## src/delu_pkg.sv

```systemverilog
// ============================================================================
// delu_pkg
// Shared types, widths and constant tables of the depth-dependent elastic
// property lookup: depth knots, velocity and density tables, reciprocals.
// ============================================================================
package delu_pkg;

   // Fixed-point format and table size
   localparam int FRAC_BITS    = 8;
   localparam int TABLE_POINTS = 10;
   localparam int SEGS         = TABLE_POINTS - 1;
   localparam int IDX_W        = 4;   // indexes the knot table
   localparam int SEG_W        = 4;   // indexes the segment tables

   // Configuration port
   localparam int CSR_INDEX_W = 2;
   localparam int CSR_DATA_W  = 32;

   // Datapath widths
   localparam int COORD_W     = 32;
   localparam int SUM_W       = COORD_W + 1;   // coordinate plus offset
   localparam int DEPTH_W     = COORD_W + 2;   // after negation
   localparam int KNOT_W      = DEPTH_W - 1;   // non-negative knot positions
   localparam int T_W         = 20;            // offset into one segment
   localparam int DY_W        = 10;            // table step of one segment
   localparam int DX_W        = 12;            // knot spacing, whole meters
   localparam int P_W         = DY_W + T_W;
   localparam int RECIP_SHIFT = 32;
   localparam int RECIP_W     = 24;
   localparam int PROD_W      = P_W + RECIP_W;
   localparam int Q_W         = PROD_W - RECIP_SHIFT;
   localparam int QDX_W       = Q_W + DX_W;
   localparam int V_W         = 21;            // widest interpolated value

   // Output field widths
   localparam int VP_W    = 21;
   localparam int VS_W    = 20;
   localparam int RHO_W   = 20;
   localparam int MU_W    = 36;
   localparam int LAM_W   = 37;
   localparam int VS2_W   = 2 * VS_W;
   localparam int VP2_W   = 2 * VP_W;
   localparam int SV2_W   = RHO_W + VS2_W;
   localparam int PV2_W   = RHO_W + VP2_W;
   localparam int MOD_SHIFT = 3 * FRAC_BITS;

   // Pipeline: three front stages, four lane stages, four modulus stages
   localparam int PIPE_STAGES = 11;

   localparam logic [SEG_W-1:0] SEG_ONE  = SEG_W'(1);
   localparam logic [SEG_W-1:0] SEG_LAST = SEG_W'(SEGS - 1);

   // Constant tables: knots in meters, velocities in m/s, density in kg/m^3
   localparam int unsigned DEPTH_TAB [TABLE_POINTS] =
      '{0, 500, 1000, 1600, 2400, 3600, 5000, 9000, 11000, 15000};
   localparam int unsigned VP_TAB [TABLE_POINTS] =
      '{2200, 3000, 3600, 4400, 4800, 5250, 5500, 5750, 6100, 6300};
   localparam int unsigned VS_TAB [TABLE_POINTS] =
      '{1050, 1400, 1950, 2500, 2800, 3100, 3250, 3450, 3600, 3700};
   localparam int unsigned RHO_TAB [TABLE_POINTS] =
      '{2200, 2450, 2550, 2600, 2600, 2620, 2650, 2720, 2750, 2900};

   // floor(2^RECIP_SHIFT / dx) for each segment
   localparam logic [RECIP_W-1:0] RECIP_TAB [SEGS] = '{
      RECIP_W'((64'd1 << RECIP_SHIFT) / (DEPTH_TAB[1] - DEPTH_TAB[0])),
      RECIP_W'((64'd1 << RECIP_SHIFT) / (DEPTH_TAB[2] - DEPTH_TAB[1])),
      RECIP_W'((64'd1 << RECIP_SHIFT) / (DEPTH_TAB[3] - DEPTH_TAB[2])),
      RECIP_W'((64'd1 << RECIP_SHIFT) / (DEPTH_TAB[4] - DEPTH_TAB[3])),
      RECIP_W'((64'd1 << RECIP_SHIFT) / (DEPTH_TAB[5] - DEPTH_TAB[4])),
      RECIP_W'((64'd1 << RECIP_SHIFT) / (DEPTH_TAB[6] - DEPTH_TAB[5])),
      RECIP_W'((64'd1 << RECIP_SHIFT) / (DEPTH_TAB[7] - DEPTH_TAB[6])),
      RECIP_W'((64'd1 << RECIP_SHIFT) / (DEPTH_TAB[8] - DEPTH_TAB[7])),
      RECIP_W'((64'd1 << RECIP_SHIFT) / (DEPTH_TAB[9] - DEPTH_TAB[8]))
   };

   // Register indexes
   typedef enum logic [CSR_INDEX_W-1:0] {
      CSR_DEPTH_AXIS   = 2'd0,
      CSR_DEPTH_OFFSET = 2'd1,
      CSR_CLAMP        = 2'd2,
      CSR_FLIP         = 2'd3
   } csr_index_type;

   // Axis codes; the unused code selects z
   typedef enum logic [1:0] {
      AXIS_X = 2'd0,
      AXIS_Y = 2'd1,
      AXIS_Z = 2'd2
   } axis_type;

   // Interpolation lanes
   typedef enum logic [1:0] {
      LANE_VP  = 2'd0,
      LANE_VS  = 2'd1,
      LANE_RHO = 2'd2
   } lane_type;

   typedef struct packed {
      logic signed [COORD_W-1:0] coord_x;
      logic signed [COORD_W-1:0] coord_y;
      logic signed [COORD_W-1:0] coord_z;
   } req_type;

   typedef struct packed {
      logic [VP_W-1:0]  p_velocity;
      logic [VS_W-1:0]  s_velocity;
      logic [RHO_W-1:0] density;
      logic [MU_W-1:0]  shear_modulus;
      logic [LAM_W-1:0] lame_lambda;
   } rsp_type;

   // One interpolation beat: segment, offset into it, step and base value
   typedef struct packed {
      logic [SEG_W-1:0] seg;
      logic [T_W-1:0]   t;
      logic [DY_W-1:0]  dy;
      logic [V_W-1:0]   y0s;
   } lane_in_type;

   typedef logic [KNOT_W-1:0] knot_arr_type [TABLE_POINTS];

   // Knot positions in Q.FRAC_BITS meters
   function automatic knot_arr_type make_knots();
      knot_arr_type k;
      for (int i = 0; i < TABLE_POINTS; i++) begin
         k[i] = KNOT_W'(DEPTH_TAB[i]) << FRAC_BITS;
      end
      return k;
   endfunction

   localparam knot_arr_type KNOT_Q = make_knots();

   // Knot spacing of a segment, whole meters
   function automatic logic [DX_W-1:0] dx_of(input logic [SEG_W-1:0] seg);
      return DX_W'(DEPTH_TAB[seg + SEG_ONE] - DEPTH_TAB[seg]);
   endfunction

   // Table step over a segment
   function automatic logic [DY_W-1:0] dy_of(input lane_type lane,
                                             input logic [SEG_W-1:0] seg);
      logic [DY_W-1:0] dy;
      unique case (lane)
         LANE_VP:  dy = DY_W'(VP_TAB[seg + SEG_ONE] - VP_TAB[seg]);
         LANE_VS:  dy = DY_W'(VS_TAB[seg + SEG_ONE] - VS_TAB[seg]);
         LANE_RHO: dy = DY_W'(RHO_TAB[seg + SEG_ONE] - RHO_TAB[seg]);
         default:  dy = '0;
      endcase
      return dy;
   endfunction

   // Base value of a segment in Q.FRAC_BITS
   function automatic logic [V_W-1:0] y0s_of(input lane_type lane,
                                             input logic [SEG_W-1:0] seg);
      logic [V_W-1:0] y;
      unique case (lane)
         LANE_VP:  y = V_W'(VP_TAB[seg] << FRAC_BITS);
         LANE_VS:  y = V_W'(VS_TAB[seg] << FRAC_BITS);
         LANE_RHO: y = V_W'(RHO_TAB[seg] << FRAC_BITS);
         default:  y = '0;
      endcase
      return y;
   endfunction

endpackage

```

## src/delu_interp_lane.sv

```systemverilog
// ============================================================================
// delu_interp_lane
// Four-stage interpolation lane: y0 + floor(dy * t / dx), with the division
// done as a reciprocal multiply and one correction step.
// ============================================================================
module delu_interp_lane (
   input  logic                        clock,
   input  delu_pkg::lane_in_type       lane_in,
   output logic [delu_pkg::V_W-1:0]    lane_value
);

   // Stage 1: numerator
   logic [delu_pkg::P_W-1:0]   p1_ff, p1_in;
   logic [delu_pkg::SEG_W-1:0] seg1_ff;
   logic [delu_pkg::V_W-1:0]   y0s1_ff;

   // Stage 2: estimated quotient
   logic [delu_pkg::PROD_W-1:0] prod2;
   logic [delu_pkg::Q_W-1:0]    qest2_ff, qest2_in;
   logic [delu_pkg::P_W-1:0]    p2_ff;
   logic [delu_pkg::SEG_W-1:0]  seg2_ff;
   logic [delu_pkg::V_W-1:0]    y0s2_ff;

   // Stage 3: quotient times divisor
   logic [delu_pkg::QDX_W-1:0] qdx3_ff, qdx3_in;
   logic [delu_pkg::Q_W-1:0]   qest3_ff;
   logic [delu_pkg::P_W-1:0]   p3_ff;
   logic [delu_pkg::SEG_W-1:0] seg3_ff;
   logic [delu_pkg::V_W-1:0]   y0s3_ff;

   // Stage 4: correction and base add
   logic [delu_pkg::QDX_W-1:0] rem4;
   logic [delu_pkg::Q_W-1:0]   q4;
   logic [delu_pkg::Q_W-1:0]   sum4;
   logic [delu_pkg::V_W-1:0]   value_ff, value_in;

   // Form the numerator dy * t
   assign p1_in = lane_in.dy * lane_in.t;

   always_ff @(posedge clock) begin
      p1_ff   <= p1_in;
      seg1_ff <= lane_in.seg;
      y0s1_ff <= lane_in.y0s;
   end

   // Multiply by the segment reciprocal; the estimate is low by at most one
   assign prod2    = p1_ff * delu_pkg::RECIP_TAB[seg1_ff];
   assign qest2_in = prod2[delu_pkg::PROD_W-1:delu_pkg::RECIP_SHIFT];

   always_ff @(posedge clock) begin
      qest2_ff <= qest2_in;
      p2_ff    <= p1_ff;
      seg2_ff  <= seg1_ff;
      y0s2_ff  <= y0s1_ff;
   end

   // Multiply the estimate back by the divisor
   assign qdx3_in = qest2_ff * delu_pkg::dx_of(seg2_ff);

   always_ff @(posedge clock) begin
      qdx3_ff  <= qdx3_in;
      qest3_ff <= qest2_ff;
      p3_ff    <= p2_ff;
      seg3_ff  <= seg2_ff;
      y0s3_ff  <= y0s2_ff;
   end

   // Bump the quotient when the remainder reaches the divisor, then add base
   always_comb begin
      rem4 = {{(delu_pkg::QDX_W - delu_pkg::P_W){1'b0}}, p3_ff} - qdx3_ff;
      q4   = qest3_ff;
      if (rem4 >= {{(delu_pkg::QDX_W - delu_pkg::DX_W){1'b0}},
                   delu_pkg::dx_of(seg3_ff)}) begin
         q4 = qest3_ff + {{(delu_pkg::Q_W - 1){1'b0}}, 1'b1};
      end
      sum4     = {{(delu_pkg::Q_W - delu_pkg::V_W){1'b0}}, y0s3_ff} + q4;
      value_in = sum4[delu_pkg::V_W-1:0];
   end

   always_ff @(posedge clock) begin
      value_ff <= value_in;
   end

   assign lane_value = value_ff;

endmodule

```

## config.mk

```make
export PLATFORM = sky130hd
export DESIGN_NAME = delu_interp_lane
export DESIGN_NICKNAME = d
export VERILOG_FILES = /design/src/delu_pkg.sv /design/src/delu_interp_lane.sv
export SDC_FILE = /design/constraint.sdc
export NUM_CORES = 2
export LEC_CHECK = 0
export ABC_AREA = 1
export BUFFER_PORTS_ARGS = -buffer_cell sky130_fd_sc_hd__buf_2
export CAP_MARGIN = 20
export CORE_MARGIN = 2
export CORE_UTILIZATION = 50
export CTS_CLUSTER_DIAMETER = 60
export DETAILED_ROUTE_END_ITERATION = 7
export PLACE_DENSITY = 0.66
export SYNTH_ARGS = -nofsm -noshare
export SYNTH_HDL_FRONTEND = slang
export SYNTH_SLANG_ARGS = --single-unit
```

## constraint.sdc

```tcl
create_clock -name clock -period 10.6 [get_ports clock]
set_input_delay 1.06 -clock clock [delete_from_list [all_inputs] [get_ports clock]]
set_output_delay 1.06 -clock clock [all_outputs]
set_load 0.1 [all_outputs]
```

# Yosys cells after proc, flatten, opt, wreduce, memory -nomap -nowiden
# Memory sizes are Yosys's and may differ from the RTL's.
# Index checks and enable logic that the tools add are counted.
[word_totals]
latchBits = 0
ramBits = 0
mem_bits_ro = 2432
n_memories = 5
out_inout_bits = 21
in_bits = 56
reg_bits = 263
[memory_table]
columns = ["name", "words", "width", "read_ports", "rd_clocked_by_memory_dff", "wr", "line_no", "rtl"]
rows = [
  ["(no name shown)", 16, 32, 1, 0, 0, "delu_pkg.sv:135", "return DX_W'(DEPTH_TAB[seg + SEG_ONE] - DEPTH_TAB[seg]);"],
  ["(no name shown)", 16, 32, 1, 0, 0, "delu_pkg.sv:135", ""],
  ["(no name shown)", 16, 32, 1, 0, 0, "delu_pkg.sv:135", ""],
  ["(no name shown)", 16, 32, 1, 0, 0, "delu_pkg.sv:135", ""],
  ["(no name shown)", 16, 24, 1, 0, 0, "delu_interp_lane.sv:47", "assign prod2 = p1_ff * delu_pkg::RECIP_TAB[seg1_ff];"],
]
[classes]
shift = 0
mux = 11
eq_ne = 0
reduce_logical = 0
addsub = 7
bitwise = 5
multipliers = 3
n_div = 0
magnitude_cmp = 6
[op_table]
columns = ["op", "n"]
rows = [
  ["$mux 12", 8],
  ["$mul 30x24->54", 1],
  ["$mux 24", 2],
  ["$ge 34x12->1", 1],
  ["$mul 22x12->34", 1],
  ["$sub 30x34->34", 1],
  ["$mul 10x20->30", 1],
  ["$ge 5x5->1 const B", 5],
  ["$not 4->5", 5],
  ["$sub 12x12->12", 2],
  ["$add 21x1->21 const B", 1],
  ["$add 21x21->21", 1],
  ["$mux 21", 1],
  ["$add 4x1->4 const B", 2],
]

# Longest topological paths before layout
[depth]
word_depth = 9
depth_mapped = 43

# Least setup slack after synthesis
# No wires, ideal clock.
[synth_timing]
path_kind = "reg2reg"
startpoint = "register seg2_ff[0] (netlist name)"
endpoint = "register qdx3_ff[31] (netlist name)"
required_ps = 10479
arrival_time_ps = 7175
path_slack_ps = 3304
path_stages_with_launch = 42
setup_ps = 121
period_less_slack_ps = 7296
path_cell_list = "dfxtp_1 > ha_1 > inv_1 > nor2_1 > nor2_1 > inv_1 > nor2_1 > inv_1 > o21ai_0 > o22ai_1 > ha_1 > inv_1 > o31ai_1 > a21oi_1 > o21bai_1 > nand2_1 > nand2_1 > a21oi_1 > [... 6 more ...] > fa_1 > inv_1 > fa_1 > inv_1 > fa_1 > fa_1 > inv_1 > ha_1 > a21oi_1 > inv_1 > a31oi_1 > a21boi_0 > o21ai_1 > nand2_1 > o21ai_1 > nand2_1 > nand2_1 > xor2_1"
[synth_via]
elab_chain_cells = 7
elab_cells_between_ends = 11
classes_between = "2 x add/sub; 1 x mul; 4 x mux; 2 x bitwise; 2 x memory"
[synth_rtl]
columns = ["element", "line_no", "rtl"]
rows = [
  ["start: declaration", "delu_interp_lane.sv:21", "logic [delu_pkg::SEG_W-1:0] seg2_ff;"],
  ["start signal: assignment", "delu_interp_lane.sv:53", "seg2_ff <= seg1_ff;"],
  ["$add 4x1->4", "delu_pkg.sv:135", ""],
  ["$not 4->5 (not written as such)", "delu_pkg.sv:135", ""],
  ["$mem_v2 16x32", "n/a", ""],
  ["$mux 12 (not written as such) (2 in series)", "delu_pkg.sv:135", ""],
  ["$sub 12x12->12 *", "delu_pkg.sv:135", ""],
  ["$mul 22x12->34 *", "delu_interp_lane.sv:58", "assign qdx3_in = qest2_ff * delu_pkg::dx_of(seg2_ff);"],
  ["net qdx3_in, one bit", "delu_interp_lane.sv:25", "logic [delu_pkg::QDX_W-1:0] qdx3_ff, qdx3_in;"],
  ["end signal: assignment", "delu_interp_lane.sv:61", "qdx3_ff <= qdx3_in;"],
  ["end: declaration", "delu_interp_lane.sv:25", ""],
]
# Mark *: on every way through the listed nets, which the timed path passes. The rest lies on a longest branch. The select of a mux whose other input is x is not followed.

# Final worst setup path
[layout_timing]
startpoint = "register seg1_ff[1] (netlist name)"
endpoint = "register qest2_ff[13] (netlist name)"
[layout_via]
elab_chain_cells = 5
[layout_rtl]
columns = ["element", "line_no", "rtl"]
rows = [
  ["start: declaration", "delu_interp_lane.sv:14", "logic [delu_pkg::SEG_W-1:0] seg1_ff;"],
  ["start signal: assignment", "delu_interp_lane.sv:42", "seg1_ff <= lane_in.seg;"],
  ["$not 4->5 (not written as such)", "delu_interp_lane.sv:47", ""],
  ["$mem_v2 16x24", "n/a", ""],
  ["$mux 24 (not written as such) (2 in series)", "delu_interp_lane.sv:47", ""],
  ["$mul 30x24->54", "delu_interp_lane.sv:47", ""],
  ["net prod2, one bit", "delu_interp_lane.sv:18", "logic [delu_pkg::PROD_W-1:0] prod2;"],
  ["end signal: assignment", "delu_interp_lane.sv:51", "qest2_ff <= qest2_in;"],
  ["end: declaration", "delu_interp_lane.sv:19", "logic [delu_pkg::Q_W-1:0] qest2_ff, qest2_in;"],
]
# The timed path passes the listed nets, and every way through them passes these cells. The select of a mux whose other input is x is not followed.

==> results.txt <==
outcome: completed
Cell Rows: 113
Post-synth EDFFs: 0
crit path time final: 8.85 ns
core area: 0.0946 mm²
critical path's slowest cell: nor3_1
Arrival @ worst endpoint: 9.39 ns
H-tree levels: 1
Post-CTS Resized: 0
Synth area leaders: fa_1 (39%), inv_1 (12%), nand2_1 (12%), ha_1 (11%), dfxtp_1 (11%)
Post-synth top cells: inv_1 (1484), nand2_1 (1473), fa_1 (917)
Slew Limit Fails: 0
Die H: 312 µm
hold buffers post-CTS: 0
Worst Skew: 0.0425 ns
all-layer global routing usage: 0.302
initial antenna violation count: 3
mux share of post-synthesis cell area: 0
area delta synth->final: 5.85%
worst slew pin tran: 1.14 ns
Post-Synthesis Cells: 6072
RSZ-0062 raised after global routing: no
worst-path fanout max: 21
initial drt markers: 3230
via count: 38800
area share of the largest cell type after synthesis: 0.387
largest net degree at the start of global routing: 33
Fin Setup TNS: 0 ns
Net Count, Synth: 7469
max incr delay on CP: 0.93 ns
Final setup viols: 0
first-pass GRT wire length: 229000 µm
Post-Synth Adder-Cell Area: 0.498
CTS tree: yes
most common cell in the synthesized netlist: inv_1
placed instance area: 0.0491 mm²
Reg clk slew, reported paths: 0.07 ns
main combinational cell family by area after synthesis: adder cells
Pre-antenna DRT Iters: 6
clock root cell: clkbuf_16
GRT overflow: 0
Tcrit/Tclk final: 0.835
Starting Density: 0.502
min-delay worst type: register to register
XOR/XNOR share of the synthesized area: 0.0223
fraction of registers with async set or reset after synthesis: 0
Netlist cell types: 49
vias in the first global route: 40700
Post-Syn Area: 0.0475 mm²
Post-synth top flop: dfxtp_1
Compound-Gate Fraction of Synth Area: 0.0460
postcts setup bufs: 0
ratio of cells with drive above 1 in the final layout: 0.0384
ANT nets after route: 0
Design Area, Final: 0.0502 mm²
post-DP HPWL: 118000 µm
synthesized flop and latch total: 261
Die Area: 0.0974 mm²
post-DR wirelength/cell: 19.4 µm
worst path required time: 11.14 ns
max cap viols: 0
Avg Cell Area, Syn: 7.82 µm²
total CTS buffers: 31
clk_lat worst skew: 0.64 ns
IO Pins: 77
Synth Area in Simple Gates: 0.189
Crit path top cell by count: fa_1
FILL cells: 9072
Chip Width: 312 µm
via/cell ratio: 5.28
largest area contributor in the netlist: fa_1
yosys warns: 0
startpoint types: register
Final Hold Violating Endpoints: 0
crit end category: register
DRT Wirelength: 142000 µm
fin nets: 7447
Clock Sink Count: 261
Residual DRC: 0
slew margin rel.: 0.235
timing-limited maximum frequency: 0.113 GHz
GPL Wtd Cong: 1.00
Clock Tree Buf Depth: 3
CP Class: register to register
sequential share of the synthesized area: 0.110
Port-buffer cells: 76
-- flip-flops by register name, summed over array words and instances (netlist names) --
signal	flops
qdx3_ff	32
p1_ff	30
p2_ff	30
p3_ff	30
qest2_ff	22
lane_value	21
qest3_ff	21
y0s1_ff	21
y0s2_ff	21
y0s3_ff	21
seg1_ff	4
seg2_ff	4
seg3_ff	4
-- layout make-up --
class	count	area [µm²]	area share
antenna	3	7.51	0.000149
clock buffer	38	842	0.0168
clock inverter	20	239	0.00476
inverter	1509	5660	0.113
multi-input combinational	4120	35900	0.715
sequential	261	5230	0.104
tap	1265	1580	0.0315
timing repair buffer	127	783	0.0156
-- logic make-up (layout without fill, tap and decap cells) --
family | after synthesis | in the layout
AOI/OAI and AO/OA | 396 | 396
and+or+nand+nor | 2262 | 2262
other | 0 | 3
buffers and inverters | 1691 | 1694
DFF | 261 | 261
adders and majority gates | 1341 | 1341
xor gates and xnor gates | 121 | 121
-- stage by stage --
step,worst slack (ns),util,hold WS (ns),cells
after detailed placement,1.46,0.519,0.312,7281
final,1.75,0.531,0.320,7343
after global placement,1.57,0.519,0.310,7281
after CTS,1.42,0.531,0.319,7339
after global routing,1.32,0.531,0.328,7340
after floorplan,3.30,-,0.310,6072
-- layout by cell type (no fill, tap or decap), types with 40 or more instances in the layout --
cell and instances:
fa_1 917, nor2_1 530, ha_1 424, nand2_1 1473, xor2_1 81, xnor2_1 40, nand3_1 124, buf_4 50
a21oi_1 205, buf_2 76, o21ai_0 108, inv_1 1484, dfxtp_1 261
-- final timing paths --
kind / endpoint / cells past startpoint / from / slack (ns)
worst max register to register: qest2_ff[13] / 26 / seg1_ff[1] / 1.75
worst max-delay path: qest2_ff[13] / 26 / seg1_ff[1] / 1.75
worst min register to register: y0s3_ff[15] / 0 / y0s2_ff[15] / 0.32
worst min-delay path: y0s3_ff[15] / 0 / y0s2_ff[15] / 0.32
-- metal layers --
metal	routed length, µm	GRT usage	up-vias
li1	-	-	17700
met1	59200	0.406	19100
met2	65100	0.492	1620
met3	12200	0.0551	349
met4	5860	0.107	6
met5	40	0	-
-- critical path, delay by kind of cell, from the launching register on --
kind	cells	cell delay, ns
and+or+nand+nor	11	2.52
xor gates and xnor gates	1	0.14
adders and majority gates	9	3.98
buffers and inverters	5	1.26
DFF	1	0.80
Power is not shown: default switching activity piles up to over one toggle a cycle in this logic, so the estimate is an artifact.
